==> config.mk <==
export PLATFORM = sky130hd
export DESIGN_NAME = assembly_source_tokenizer_top
export DESIGN_NICKNAME = d
export VERILOG_FILES = /design/src/sv/asmtok_pkg.sv /design/src/sv/asmtok_front.sv /design/src/sv/asmtok_queue.sv /design/src/sv/asmtok_back.sv /design/src/sv/assembly_source_tokenizer_top.sv
export VERILOG_INCLUDE_DIRS = /design/src /design/src/sv
export SDC_FILE = /design/constraint.sdc
export NUM_CORES = 1
export LEC_CHECK = 0
export ABC_AREA = 1
export BUFFER_PORTS_ARGS = -buffer_cell sky130_fd_sc_hd__buf_2
export CAP_MARGIN = 20
export CORE_ASPECT_RATIO = 1.2
export CORE_MARGIN = 1
export CORE_UTILIZATION = 62
export DETAILED_ROUTE_END_ITERATION = 6
export GPL_ROUTABILITY_DRIVEN = 0
export PLACE_DENSITY = 0.79
export SYNTH_ARGS = -nofsm -noshare
export SYNTH_HDL_FRONTEND = slang
export SYNTH_SLANG_ARGS = --single-unit
export TNS_END_PERCENT = 5
==> constraint.sdc <==
create_clock -name clk_i -period 9.8 [get_ports clk_i]
set_input_delay 1.96 -clock clk_i [delete_from_list [all_inputs] [get_ports clk_i]]
set_output_delay 1.96 -clock clk_i [all_outputs]
set_load 0.02 [all_outputs]
==> src/sv/assembly_source_tokenizer_top_defines.svh <==
// ----------------------------------------------------------------------------
// Assembly source tokenizer assertion macros
// Clocked assertion helpers shared by the tokenizer modules.
// ----------------------------------------------------------------------------
`ifndef ASSEMBLY_SOURCE_TOKENIZER_TOP_DEFINES_SVH
`define ASSEMBLY_SOURCE_TOKENIZER_TOP_DEFINES_SVH

`ifndef SYNTHESIS

// property checked on every rising clock edge outside reset
`define ASMTOK_ASSERT(label, prop) \
  label: assert property (@(posedge clk_i) disable iff (!rst_ni) prop) \
    else $error("asmtok assertion failed");

// condition that must never hold outside reset
`define ASMTOK_NEVER(label, cond) \
  label: assert property (@(posedge clk_i) disable iff (!rst_ni) !(cond)) \
    else $error("asmtok forbidden condition");

`else

`define ASMTOK_ASSERT(label, prop)
`define ASMTOK_NEVER(label, cond)

`endif

`endif

==> src/sv/asmtok_pkg.sv <==
// ----------------------------------------------------------------------------
// Assembly source tokenizer package
// Sizes, character codes, state and event types shared by the tokenizer.
// ----------------------------------------------------------------------------
`timescale 1ns / 1ps

package asmtok_pkg;

  // line buffer and token limits
  localparam int unsigned BUFFER_BYTES    = 1024;
  localparam int unsigned MAX_LINE_TOKENS = 8;
  localparam int unsigned FILL_W          = $clog2(BUFFER_BYTES + 1);
  localparam int unsigned TOK_W           = $clog2(MAX_LINE_TOKENS + 1);

  // event group queue
  localparam int unsigned QUEUE_DEPTH = 4;
  localparam int unsigned QPTR_W      = $clog2(QUEUE_DEPTH);

  // events produced by one item at most
  localparam int unsigned EV_MAX = 3;
  localparam int unsigned EVI_W  = $clog2(EV_MAX);

  // output field widths
  localparam int unsigned OFFSET_W = 10;
  localparam int unsigned TOTAL_W  = 4;
  localparam int unsigned LINE_W   = 20;

  // character codes
  localparam logic [7:0] CH_SLASH  = 8'h2F;
  localparam logic [7:0] CH_SEMI   = 8'h3B;
  localparam logic [7:0] CH_EQUAL  = 8'h3D;
  localparam logic [7:0] CH_COLON  = 8'h3A;
  localparam logic [7:0] CH_COMMA  = 8'h2C;
  localparam logic [7:0] CH_QUOTE  = 8'h22;
  localparam logic [7:0] CH_BSLASH = 8'h5C;
  localparam logic [7:0] CH_LOW_N  = 8'h6E;
  localparam logic [7:0] CH_LOW_T  = 8'h74;
  localparam logic [7:0] CH_LF     = 8'h0A;
  localparam logic [7:0] CH_CR     = 8'h0D;
  localparam logic [7:0] CH_TAB    = 8'h09;
  localparam logic [7:0] CH_SPACE  = 8'h20;
  localparam logic [7:0] CH_NUL    = 8'h00;

  // error codes
  localparam logic [7:0] ERR_OVERFLOW = 8'd0;
  localparam logic [7:0] ERR_TOKENS   = 8'd1;
  localparam logic [7:0] ERR_SLASH    = 8'd2;

  typedef enum logic [3:0] {
    ST_IDLE,
    ST_HEAD,
    ST_GAP,
    ST_LABEL,
    ST_EQ,
    ST_ARG,
    ST_COMMA,
    ST_SLASH,
    ST_REMARK,
    ST_QUOTE,
    ST_BACKSL,
    ST_DONE
  } lex_state_e;

  typedef enum logic [1:0] {
    EV_BYTE,
    EV_TOKEN,
    EV_LINE,
    EV_ERROR
  } event_kind_e;

  typedef enum logic [1:0] {
    LK_INSTR,
    LK_LABEL,
    LK_DEFINE
  } line_kind_e;

  typedef struct packed {
    event_kind_e           kind;
    logic [7:0]            value;
    logic [OFFSET_W-1:0]   offset;
    logic [TOTAL_W-1:0]    total;
    line_kind_e            lkind;
  } event_t;

  // all events caused by one item
  typedef struct packed {
    logic [1:0]            cnt;
    event_t [EV_MAX-1:0]   ev;
    logic [LINE_W-1:0]     line_cnt;
  } group_t;

endpackage

==> src/sv/asmtok_front.sv <==
// ----------------------------------------------------------------------------
// Tokenizer front end
// Accepts source bytes, runs the lexer state machine and builds the group of
// events that each byte causes.
// ----------------------------------------------------------------------------
`timescale 1ns / 1ps
`include "assembly_source_tokenizer_top_defines.svh"

module asmtok_front (
  input  logic                clk_i,
  input  logic                rst_ni,
  input  logic                in_valid_i,
  output logic                in_stall_o,
  input  logic [7:0]          char_code_i,
  input  logic                end_of_input_i,
  input  logic                q_full_i,
  output logic                q_push_o,
  output asmtok_pkg::group_t  q_data_o
);
  import asmtok_pkg::*;

  lex_state_e              state_q, state_d, lex_next;
  logic [FILL_W-1:0]       fill_q, fill_d;
  logic [TOK_W-1:0]        tc_q, tc_d;
  line_kind_e              pend_q, pend_d;
  logic [LINE_W-1:0]       nl_q, nl_d;
  logic                    err_q, err_d;

  logic                    accept;
  logic                    active;
  logic                    is_sp;
  logic                    do_err2, do_tok, do_push, do_line, set_def;
  logic [7:0]              push_byte;
  line_kind_e              line_kind;
  logic                    buf_full, line_full, any_err;
  event_t [3:0]            cand;
  logic [3:0]              cand_v;
  group_t                  grp;
  logic [1:0]              n;

  assign accept     = in_valid_i && !q_full_i;
  assign in_stall_o = q_full_i;
  assign active     = (state_q != ST_DONE);
  assign is_sp      = (char_code_i == CH_SPACE) || (char_code_i == CH_TAB) ||
                      (char_code_i == CH_LF) || (char_code_i == CH_CR);

  // lexer next state
  always_comb begin
    lex_next = state_q;
    case (state_q)
      ST_IDLE: begin
        if (char_code_i == CH_SLASH) lex_next = ST_SLASH;
        else if (!is_sp && char_code_i != CH_SEMI) lex_next = ST_HEAD;
      end
      ST_HEAD: begin
        if (is_sp) lex_next = ST_GAP;
        else if (char_code_i == CH_EQUAL) lex_next = ST_EQ;
        else if (char_code_i == CH_COLON) lex_next = ST_LABEL;
      end
      ST_GAP: begin
        if (char_code_i == CH_EQUAL) lex_next = ST_EQ;
        else if (char_code_i == CH_QUOTE) lex_next = ST_QUOTE;
        else if (!is_sp) lex_next = ST_ARG;
      end
      ST_LABEL: begin
        if (char_code_i == CH_SLASH) lex_next = ST_SLASH;
        else if (!is_sp) lex_next = ST_HEAD;
        else lex_next = ST_IDLE;
      end
      ST_EQ, ST_COMMA: begin
        if (!is_sp) lex_next = ST_ARG;
      end
      ST_ARG: begin
        if (char_code_i == CH_SEMI || is_sp) lex_next = ST_IDLE;
        else if (char_code_i == CH_COMMA) lex_next = ST_COMMA;
      end
      ST_SLASH: begin
        if (char_code_i == CH_SLASH) lex_next = ST_REMARK;
        else lex_next = ST_IDLE;
      end
      ST_REMARK: begin
        if (char_code_i == CH_LF) lex_next = ST_IDLE;
      end
      ST_QUOTE: begin
        if (char_code_i == CH_BSLASH) lex_next = ST_BACKSL;
        else if (char_code_i == CH_QUOTE) lex_next = ST_IDLE;
      end
      ST_BACKSL: begin
        lex_next = ST_QUOTE;
      end
      default: begin
        lex_next = state_q;
      end
    endcase

    state_d = state_q;
    if (accept && active) begin
      state_d = end_of_input_i ? ST_DONE : lex_next;
    end
  end

  // actions taken on entering the next state
  always_comb begin
    do_err2   = 1'b0;
    do_tok    = 1'b0;
    do_push   = 1'b0;
    do_line   = 1'b0;
    set_def   = 1'b0;
    push_byte = CH_NUL;
    line_kind = (pend_q == LK_DEFINE) ? LK_DEFINE : LK_INSTR;
    if (active) begin
      if (end_of_input_i) begin
        if (state_q != ST_IDLE) begin
          do_err2 = (state_q == ST_SLASH);
          if (fill_q != '0) begin
            do_push = 1'b1;
            do_line = 1'b1;
          end
        end
      end else begin
        do_err2 = (state_q == ST_SLASH) && (char_code_i != CH_SLASH);
        case (lex_next)
          ST_IDLE: begin
            if (fill_q != '0) begin
              do_push = 1'b1;
              do_line = 1'b1;
            end
          end
          ST_HEAD, ST_ARG: begin
            do_tok    = (state_q != lex_next);
            do_push   = 1'b1;
            push_byte = char_code_i;
          end
          ST_GAP: begin
            do_push = 1'b1;
          end
          ST_LABEL: begin
            do_push   = 1'b1;
            do_line   = 1'b1;
            line_kind = LK_LABEL;
          end
          ST_EQ: begin
            do_push = 1'b1;
            set_def = 1'b1;
          end
          ST_COMMA: begin
            do_push = (state_q != ST_COMMA);
          end
          ST_QUOTE: begin
            if (state_q == ST_BACKSL) begin
              // escape sequences, unknown ones write nothing
              case (char_code_i)
                CH_QUOTE: begin
                  do_push   = 1'b1;
                  push_byte = CH_QUOTE;
                end
                CH_BSLASH: begin
                  do_push   = 1'b1;
                  push_byte = CH_BSLASH;
                end
                CH_LOW_N: begin
                  do_push   = 1'b1;
                  push_byte = CH_LF;
                end
                CH_LOW_T: begin
                  do_push   = 1'b1;
                  push_byte = CH_TAB;
                end
                default: begin
                  do_push = 1'b0;
                end
              endcase
            end else if (state_q != ST_QUOTE) begin
              do_tok = 1'b1;
            end else begin
              do_push   = 1'b1;
              push_byte = char_code_i;
            end
          end
          default: begin
            do_push = 1'b0;
          end
        endcase
      end
    end
  end

  // candidate events in their fixed order
  assign buf_full  = (fill_q >= FILL_W'(BUFFER_BYTES));
  assign line_full = (tc_q >= TOK_W'(MAX_LINE_TOKENS));
  assign any_err   = do_err2 || (do_tok && line_full) || (do_push && buf_full);
  assign cand_v    = {do_line, do_push, do_tok, do_err2};

  always_comb begin
    cand = '0;
    cand[0].kind  = EV_ERROR;
    cand[0].value = ERR_SLASH;
    if (line_full) begin
      cand[1].kind  = EV_ERROR;
      cand[1].value = ERR_TOKENS;
    end else begin
      cand[1].kind   = EV_TOKEN;
      cand[1].offset = OFFSET_W'(fill_q);
    end
    if (buf_full) begin
      cand[2].kind  = EV_ERROR;
      cand[2].value = ERR_OVERFLOW;
    end else begin
      cand[2].kind  = EV_BYTE;
      cand[2].value = push_byte;
    end
    cand[3].kind  = EV_LINE;
    cand[3].total = TOTAL_W'(tc_q);
    cand[3].lkind = line_kind;
  end

  // line counter, saturating
  always_comb begin
    nl_d = nl_q;
    if (accept && active && !end_of_input_i && char_code_i == CH_LF && nl_q != '1) begin
      nl_d = nl_q + LINE_W'(1);
    end
  end

  // pack the present events into one group
  always_comb begin
    grp = '0;
    n   = 2'd0;
    for (int i = 0; i < 4; i++) begin
      if (cand_v[i]) begin
        grp.ev[n[EVI_W-1:0]] = cand[i];
        n = n + 2'd1;
      end
    end
    grp.cnt      = n;
    grp.line_cnt = nl_d;
  end

  assign q_push_o = accept && (n != 2'd0);
  assign q_data_o = grp;

  // buffer fill, token count, pending kind and error flag
  always_comb begin
    fill_d = fill_q;
    tc_d   = tc_q;
    pend_d = pend_q;
    err_d  = err_q;
    if (accept) begin
      if (do_line) begin
        fill_d = '0;
        tc_d   = '0;
        pend_d = LK_INSTR;
      end else begin
        if (do_push && !buf_full) fill_d = fill_q + FILL_W'(1);
        if (do_tok && !line_full) tc_d = tc_q + TOK_W'(1);
        if (set_def) pend_d = LK_DEFINE;
      end
      if (any_err) err_d = 1'b1;
    end
  end

  // state registers
  always_ff @(posedge clk_i or negedge rst_ni) begin
    if (!rst_ni) begin
      state_q <= ST_IDLE;
      fill_q  <= '0;
      tc_q    <= '0;
      pend_q  <= LK_INSTR;
      nl_q    <= LINE_W'(1);
      err_q   <= 1'b0;
    end else begin
      state_q <= state_d;
      fill_q  <= fill_d;
      tc_q    <= tc_d;
      pend_q  <= pend_d;
      nl_q    <= nl_d;
      err_q   <= err_d;
    end
  end

  // checks
  `ASMTOK_ASSERT(a_err_sticky, (accept && any_err) |=> err_q)
  `ASMTOK_ASSERT(a_done_holds, (state_q == ST_DONE) |=> (state_q == ST_DONE))
  `ASMTOK_NEVER(a_fill_range, fill_q > FILL_W'(BUFFER_BYTES))

endmodule

==> src/sv/asmtok_queue.sv <==
// ----------------------------------------------------------------------------
// Tokenizer event group queue
// Short register queue of event groups between the front and back ends.
// ----------------------------------------------------------------------------
`timescale 1ns / 1ps
`include "assembly_source_tokenizer_top_defines.svh"

module asmtok_queue (
  input  logic                clk_i,
  input  logic                rst_ni,
  input  logic                push_i,
  input  asmtok_pkg::group_t  data_i,
  output logic                full_o,
  input  logic                pop_i,
  output asmtok_pkg::group_t  data_o,
  output logic                valid_o
);
  import asmtok_pkg::*;

  group_t              mem_q [QUEUE_DEPTH];
  logic [QPTR_W:0]     wr_q, wr_d, rd_q, rd_d;

  assign full_o  = (wr_q[QPTR_W] != rd_q[QPTR_W]) &&
                   (wr_q[QPTR_W-1:0] == rd_q[QPTR_W-1:0]);
  assign valid_o = (wr_q != rd_q);
  assign data_o  = mem_q[rd_q[QPTR_W-1:0]];

  // pointer update
  always_comb begin
    wr_d = push_i ? wr_q + (QPTR_W+1)'(1) : wr_q;
    rd_d = pop_i ? rd_q + (QPTR_W+1)'(1) : rd_q;
  end

  always_ff @(posedge clk_i or negedge rst_ni) begin
    if (!rst_ni) begin
      wr_q <= '0;
      rd_q <= '0;
    end else begin
      wr_q <= wr_d;
      rd_q <= rd_d;
    end
  end

  // storage, no reset
  always_ff @(posedge clk_i) begin
    if (push_i) begin
      mem_q[wr_q[QPTR_W-1:0]] <= data_i;
    end
  end

  // checks
  `ASMTOK_NEVER(a_no_overrun, push_i && full_o)
  `ASMTOK_NEVER(a_no_underrun, pop_i && !valid_o)

endmodule

==> src/sv/asmtok_back.sv <==
// ----------------------------------------------------------------------------
// Tokenizer back end
// Walks each queued event group and presents one event per cycle, while the
// output is not stalled, in an output register.
// ----------------------------------------------------------------------------
`timescale 1ns / 1ps
`include "assembly_source_tokenizer_top_defines.svh"

module asmtok_back (
  input  logic                clk_i,
  input  logic                rst_ni,
  input  asmtok_pkg::group_t  grp_i,
  input  logic                grp_valid_i,
  output logic                pop_o,
  output logic                out_valid_o,
  input  logic                out_stall_i,
  output logic [1:0]          event_kind_o,
  output logic [7:0]          event_value_o,
  output logic [9:0]          token_offset_o,
  output logic [3:0]          token_total_o,
  output logic [1:0]          line_kind_o,
  output logic [19:0]         line_cnt_o,
  output logic                last_of_run_o
);
  import asmtok_pkg::*;

  logic [EVI_W-1:0]    idx_q, idx_d;
  logic                out_valid_q, out_valid_d;
  event_t              ev_q;
  logic [LINE_W-1:0]   line_q;
  logic                last_q;
  logic                load;
  logic                last;

  // take the next event when the output register is free or drains
  assign load  = grp_valid_i && (!out_valid_q || !out_stall_i);
  assign last  = (idx_q == EVI_W'(grp_i.cnt - 2'd1));
  assign pop_o = load && last;

  always_comb begin
    idx_d = idx_q;
    if (load) begin
      idx_d = last ? '0 : idx_q + EVI_W'(1);
    end
    out_valid_d = load || (out_valid_q && out_stall_i);
  end

  always_ff @(posedge clk_i or negedge rst_ni) begin
    if (!rst_ni) begin
      idx_q       <= '0;
      out_valid_q <= 1'b0;
    end else begin
      idx_q       <= idx_d;
      out_valid_q <= out_valid_d;
    end
  end

  // output payload register
  always_ff @(posedge clk_i) begin
    if (load) begin
      ev_q   <= grp_i.ev[idx_q];
      line_q <= grp_i.line_cnt;
      last_q <= last;
    end
  end

  assign out_valid_o    = out_valid_q;
  assign event_kind_o   = ev_q.kind;
  assign event_value_o  = ev_q.value;
  assign token_offset_o = ev_q.offset;
  assign token_total_o  = ev_q.total;
  assign line_kind_o    = ev_q.lkind;
  assign line_cnt_o     = line_q;
  assign last_of_run_o  = last_q;

  // checks
  `ASMTOK_ASSERT(a_pop_marks_last, pop_o |=> last_q)
  `ASMTOK_ASSERT(a_idx_in_group, grp_valid_i |-> (idx_q < EVI_W'(grp_i.cnt)))

endmodule

==> src/sv/assembly_source_tokenizer_top.sv <==
// Flow: an accepted item is written into the event group queue, and its first
// event is then loaded into the output register; further events of the item
// follow one a cycle while the output is not stalled. Throughput: one item per
// cycle unless the queue is full; a four-group queue between lexer and output
// register absorbs event bursts. Reset: asynchronous, active low; lexer idle,
// empty line, line count one, queue and output register empty. No clearing pass.
// ----------------------------------------------------------------------------
// Assembly source tokenizer top level
// Character lexer for assembly source: front end lexer, event group queue
// and back end event serializer.
// ----------------------------------------------------------------------------
`timescale 1ns / 1ps

module assembly_source_tokenizer_top (
  input  logic         clk_i,
  input  logic         rst_ni,
  input  logic         in_valid_i,
  output logic         in_stall_o,
  input  logic [7:0]   char_code_i,
  input  logic         end_of_input_i,
  output logic         out_valid_o,
  input  logic         out_stall_i,
  output logic [1:0]   event_kind_o,
  output logic [7:0]   event_value_o,
  output logic [9:0]   token_offset_o,
  output logic [3:0]   token_total_o,
  output logic [1:0]   line_kind_o,
  output logic [19:0]  line_cnt_o,
  output logic         last_of_run_o
);
  import asmtok_pkg::*;

  logic    q_push, q_full, q_pop, q_valid;
  group_t  q_wdata, q_rdata;

  // lexer
  asmtok_front u_front (
    .clk_i          (clk_i),
    .rst_ni         (rst_ni),
    .in_valid_i     (in_valid_i),
    .in_stall_o     (in_stall_o),
    .char_code_i    (char_code_i),
    .end_of_input_i (end_of_input_i),
    .q_full_i       (q_full),
    .q_push_o       (q_push),
    .q_data_o       (q_wdata)
  );

  // event group queue
  asmtok_queue u_queue (
    .clk_i   (clk_i),
    .rst_ni  (rst_ni),
    .push_i  (q_push),
    .data_i  (q_wdata),
    .full_o  (q_full),
    .pop_i   (q_pop),
    .data_o  (q_rdata),
    .valid_o (q_valid)
  );

  // event serializer
  asmtok_back u_back (
    .clk_i          (clk_i),
    .rst_ni         (rst_ni),
    .grp_i          (q_rdata),
    .grp_valid_i    (q_valid),
    .pop_o          (q_pop),
    .out_valid_o    (out_valid_o),
    .out_stall_i    (out_stall_i),
    .event_kind_o   (event_kind_o),
    .event_value_o  (event_value_o),
    .token_offset_o (token_offset_o),
    .token_total_o  (token_total_o),
    .line_kind_o    (line_kind_o),
    .line_cnt_o     (line_cnt_o),
    .last_of_run_o  (last_of_run_o)
  );

endmodule

## Word level (Yosys, flattened, before mapping)

Memory sizes are Yosys's and may differ from the RTL's.
Index checks and enable logic that the tools add are counted.

- Word-level logic and storage cells: 206
- Input bits: 13
- Register bits after elaboration: 97
- Memories: 1
- Memory bits (writable): 400

- Order comparisons: 9
- Eq/ne operators: 42
- Mux-type cells: 83
- Reductions and logical operators: 45
- Add/subtract/negate cells: 10

Memory list:

| memory | depth | bits a word | read ports | clocked after memory_dff | write ports | line | source |
|---|---|---|---|---|---|---|---|
| u_queue.mem_q | 4 | 100 | 1 | 0 | 1 | asmtok_queue.sv:20 | `group_t mem_q [QUEUE_DEPTH];` |

Operator list:

| cell | count |
|---|---|
| bitwise mux 78 bit | 3 |
| two-way mux 78 bit | 3 |
| demux 26 bit (select 2 bit) | 3 |
| two-way mux 26 bit | 5 |
| two-way mux 4 bit | 18 |
| == test 8 x 6 -> 1 bit (second input constant) | 7 |
| binary-select mux 26 bit (select 2 bit) | 1 |
| case mux 4 bit (10 select lines) | 1 |
| two-way mux 8 bit | 4 |
| == test 4 x 3 -> 1 bit (second input constant) | 7 |
| case mux 7 bit (4 select lines) | 1 |
| == test 8 x 4 -> 1 bit (second input constant) | 3 |
| == test 8 x 7 -> 1 bit (second input constant) | 3 |
| two-way mux 1 bit | 24 |
| two-way mux 11 bit | 2 |
| two-way mux 2 bit | 11 |
| adder 20 x 1 -> 20 bit (second input constant) | 1 |
| two-way mux 10 bit | 2 |
| two-way mux 20 bit | 1 |
| != test 20 bit (second input constant) | 1 |
| logical AND 1 bit | 17 |
| == test 4 x 2 -> 1 bit (second input constant) | 4 |
| == test 4 bit (second input constant) | 4 |
| != test 8 x 6 -> 1 bit (second input constant) | 2 |
| 33 further kinds | 61 |

## Depth between registers and ports, before layout

- Depth in word-level cells: 23
- Gate-level depth with buffers: 28
- Depth with buffers taken out: 27

## By module

From an unflattened synthesis, not the netlist that was laid out.

- Cells, all modules: 2219
- Area total of the unflattened synthesis: 22475.3 sq um

By module, submodules not included:

| module | instances | cells an instance | area each (sq um) | seq. area each (sq um) |
|---|---|---|---|---|
| asmtok_queue | 1 | 1414 | 16502.1 | 12161.7 |
| asmtok_front | 1 | 607 | 3749.8 | 1002.2 |
| asmtok_back | 1 | 198 | 2223.4 | 1486.4 |

## Worst setup path after synthesis

No wires, ideal clock.

- Path type: in2reg
- Start: input char_code_i[7]
- End: memory u_queue.mem_q[0][0] (netlist name) (enable)
- Setup time: 539 ps
- Arrival: 8577 ps
- Data required time: 9261 ps
- Stages on the path: 26
- Slack: 684 ps
- Cells stage by stage: nor2_1 nand3_1 nor2_2 nor2_1 nand2_1 nand2_1 nand2_1 nand2_1 nand2_1 nand3_2 nor2_2 nand3_4 o21ai_1 nand2_1 buf_2 ha_1 clkinv_1 nand2_2 nand2_2 inv_1 ha_1 nand2_1 nand2_1 nand2_2 nand2_4 nor2_1

- Word-level cells in the longest chain between the ends: 23
- Elaborated cells between the ends (all ways): 75
- Classes of those cells: add/sub: 3; eq/ne: 23; mux: 36; reduce/logical: 13

RTL lines:

| what | line | source |
|---|---|---|
| from (decl) | assembly_source_tokenizer_top.sv:19 | `input logic [7:0] char_code_i,` |
| == test 8 x 6 -> 1 bit / == test 8 x 4 -> 1 bit (equally long branches) | asmtok_front.sv:44 | `assign is_sp = (char_code_i == CH_SPACE) \|\| (char_code_i == CH_TAB) \|\|` |
| logical OR 1 bit (2 in series) | asmtok_front.sv:44 |  |
| logical OR 1 bit | asmtok_front.sv:45 | `(char_code_i == CH_LF) \|\| (char_code_i == CH_CR);` |
| logical NOT 1 bit | asmtok_front.sv:53 | `else if (!is_sp && char_code_i != CH_SEMI) lex_next = ST_HEAD;` |
| logical AND 1 bit | asmtok_front.sv:53 |  |
| two-way mux 4 bit | asmtok_front.sv:53 |  |
| two-way mux 4 bit | asmtok_front.sv:52 | `if (char_code_i == CH_SLASH) lex_next = ST_SLASH;` |
| case mux 4 bit (10 select lines) | asmtok_front.sv:50 | `case (state_q)` |
| [6 not listed] | - |  |
| adder 2 x 1 -> 2 bit | asmtok_front.sv:232 | `n = n + 2'd1;` |
| two-way mux 2 bit | asmtok_front.sv:230 | `if (cand_v[i]) begin` |
| adder 2 x 1 -> 2 bit | asmtok_front.sv:232 |  |
| two-way mux 2 bit (*) | asmtok_front.sv:230 |  |
| nonzero test 2 bit (*) | asmtok_front.sv:239 | `assign q_push_o = accept && (n != 2'd0);` |
| logical AND 1 bit (*) | asmtok_front.sv:239 |  |
| two-way mux 1 bit (*) | asmtok_queue.sv:46 | `if (push_i) begin` |
| two-way mux 1 bit (implied by the code) (*) | asmtok_queue.sv:47 | `mem_q[wr_q[QPTR_W-1:0]] <= data_i;` |
| to (decl) | asmtok_queue.sv:20 |  |

Every way passes the cells marked *; elsewhere a longest branch is shown, timed or not.

## Worst setup path after layout

- Start: input char_code_i[7]
- End: memory u_queue.mem_q[3][89] (netlist name) (enable)

Same word-level chain as after synthesis.

==> metrics.txt <==
clk buf depth=3; WS Path Type=in -> reg; via count=13061; unrepaired setup endpoints after global routing=false; Worst path max stage delay=460 ps; Unique masters post-synth=51; Top FF cell, synth=edfxtp_1; crit-path leading delay family=simple AND/OR/NAND/NOR gates; setup ws final=3197 ps; Core Region=0.03048 mm²; reg-to-reg slack, setup=4330 ps; post-synthesis average cell area=11.80 µm²; share of layout cells above drive strength 1=11.73%; Worst-Margin Slew=1232 ps; grt total ovfl=0; switching share of power=33.78%; Synth top cells by count=edfxtp_1 (407), nor2_1 (299), o21ai_0 (214); Starting Density=63.01%; Rows=70; post-synth top area cell=edfxtp_1; fin crit period=6603 ps; Synth Area in XOR/XNOR=1.414%; combinational power share=27.1%; CTS Buf Count=42; CP max FO=80; wl on met1=16950 µm; final worst-path cycle share=67.38%; antenna-violating nets left=0; Yosys top cell area share=63.64%; final net count=1744; Tot Pwr=5.626 mW; sequential fraction of the synthesis area=70.03%; post-CTS setup buffer count=0; CP Launch Type=primary input; synthesized netlist cell count=1627; PwrDens=261.6 mW/mm²; die span in y=194.8 µm; Most common cell on crit path=nand2_1; Top Metal Used=met4; Flop pwr share=43.5%; met3 WL post-DR=3074 µm; final setup vio count=0; CTS tree=yes; Total Routed Length=42590 µm; DR WL met2=21310 µm; setup TNS=0 ps; pin count of the biggest net entering global routing=123; Leak=7.844 nW; num ports=62; HP Class=reg -> reg; Iter 0 DRT Violations=1253; DRC Markers=0; Final Hold Vio Count=0; critical path's slowest cell=buf_12; number of flops mapped to enable cells by yosys=407; main combinational cell family by area after synthesis=simple AND/OR/NAND/NOR gates; Compound-Gate Fraction of Synth Area=10.72%; Max Cap Violations=0; Area Growth Syn to Fin=11.97%; FMAX=151.4 MHz; Adder-Cell Fraction of Synth Area=1.108%; max-slew violations=0; Simple-Gate Fraction of Synth Area=13.25%; Buf/Inv on CP=4; worst IR drop on VDD=0.0003353 V; Clock Sinks=456; post-synthesis mux area share=0%; Rel. slew slack=17.13%; HPWL after detailed placement=24450 µm; Total Die Area=0.03169 mm²; Clock Power Share=29.3%; critical path data arrival time=6780 ps; Synth Register Bits=456; initial antenna violation count=0; Post-synth ARST share=10.75%; gr usage total=27.61%; clk_lat worst skew=540 ps; Internal Pwr Total=3.726 mW; data required time of the critical path=9970 ps; Worst Skew=14.93 ps; Diodes inserted=0; worst slack, placed=2823 ps; outcome=finished, final reports clean; NetSw=1.900 mW; Vias/cell=6.092; Die W=162.7 µm; Post-CTS Resized=0; DRT Pass-1 Iters=5; number of port buffers=61; DR WL/cell=19.87 µm; Post-Syn Area=0.01920 mm²; most common cell in the netlist=edfxtp_1; hold_buf cts=0; Clk pin slew, worst setup/hold paths=60 ps; H-tree depth=2; root buf cell=clkbuf_16; vias in the first global route=12717; Setup crit end kind=register; global-route wire length before repair=67190 µm; synth top area cells=edfxtp_1 (64%), dfrtp_1 (6.3%), nor2_1 (5.8%), o21ai_0 (5.6%), nand2_1 (3.2%); Yosys Warn Count=0
[power by group through the flow]
| stage | Clock, mW | Sequential, mW | Combinational, mW |
|---|---|---|---|
| after floorplan | 0 | 2.55 | 0.930 |
| after global placement | 0 | 2.48 | 1.46 |
| after detailed placement | 0 | 2.49 | 1.50 |
| after CTS | 1.67 | 2.45 | 1.51 |
| after global routing | 1.73 | 2.47 | 1.68 |
| final | 1.65 | 2.45 | 1.53 |
[through the flow]
| stage | area [µm²] | util (%) | hold WS, ps | instances |
|---|---|---|---|---|
| floorplan | 19350 | - | 465.1 | 1666 |
| global placement | 20060 | 65.82 | 482.4 | 2064 |
| detailed placement | 20070 | 65.84 | 519.9 | 2065 |
| CTS | 21480 | 70.46 | 528.3 | 2143 |
| global route | 21500 | 70.55 | 542.8 | 2144 |
| finish | 21500 | 70.55 | 532.4 | 2144 |
[cell type report]
class	count	area, µm²
tap	396	495.5
inverter	101	381.6
sequential	456	13450
clock buffer	55	1171
clock inverter	23	239.0
fill	2063	8975
multi-input combinational	1036	5270
timing repair buffer	77	493.0
[metal layers]
| layer | vias up | global-route usage (%) |
|---|---|---|
| li1 | 5984 | - |
| met1 | 6401 | 36.33 |
| met2 | 585 | 46.77 |
| met3 | 91 | 3.863 |
| met4 | 0 | 10.42 |
| met5 | - | 0 |
[sequential cells by signal, indices dropped and copies added, names as in the netlist, 4 cells and up]
register               flops
u_queue.mem_q            360
u_back.line_cnt_o         20
u_front.nl_q              20
u_front.fill_q            11
u_back.token_offset_o     10
u_back.event_value_o       8
u_back.token_total_o       4
u_front.state_q            4
u_front.tc_q               4
[cells by family (layout without fill, tap and decap cells)]
family          Yosys count  in the layout
simple gates            593            593
flops                   456            456
compound gates          355            355
buf+inv                 174            256
xor+xnor                 31             31
fa+ha+maj                17             17
other cells               1             40
[path summary, 6_finish.rpt]
path | startpoint | to | depth (start not counted)
min in group asynchronous | rst_ni | u_front.nl_q[2]$_DFF_PN0_ | 2
min | u_queue.rd_q[2]$_DFFE_PN0P_ | u_queue.rd_q[2]$_DFFE_PN0P_ | 1
max in group asynchronous | rst_ni | u_queue.rd_q[0]$_DFFE_PN0P_ | 2
max | char_code_i[7] | u_queue.mem_q[3][89]$_DFFE_PP_ | 27
min reg2reg | u_queue.rd_q[2]$_DFFE_PN0P_ | u_queue.rd_q[2]$_DFFE_PN0P_ | 1
max reg2reg | u_front.state_q[1]$_DFFE_PN0P_ | u_queue.mem_q[3][89]$_DFFE_PP_ | 22
[cell usage in the layout, fill, tap and decap left out, types with 14 or more instances in the layout]
master and n:
nand3_1 49, nor2_1 294, ha_1 17, o221ai_1 24
nor3_1 15, inv_1 78, nor4_1 14, xor2_1 21
o22ai_1 62, inv_2 19, buf_2 62, dfrtp_1 46
nand2_1 165, edfxtp_1 407, conb_1 40, o21ai_0 214
nand4_1 17, clkbuf_16 43
Note: power is estimated with default switching activity, not from simulation.
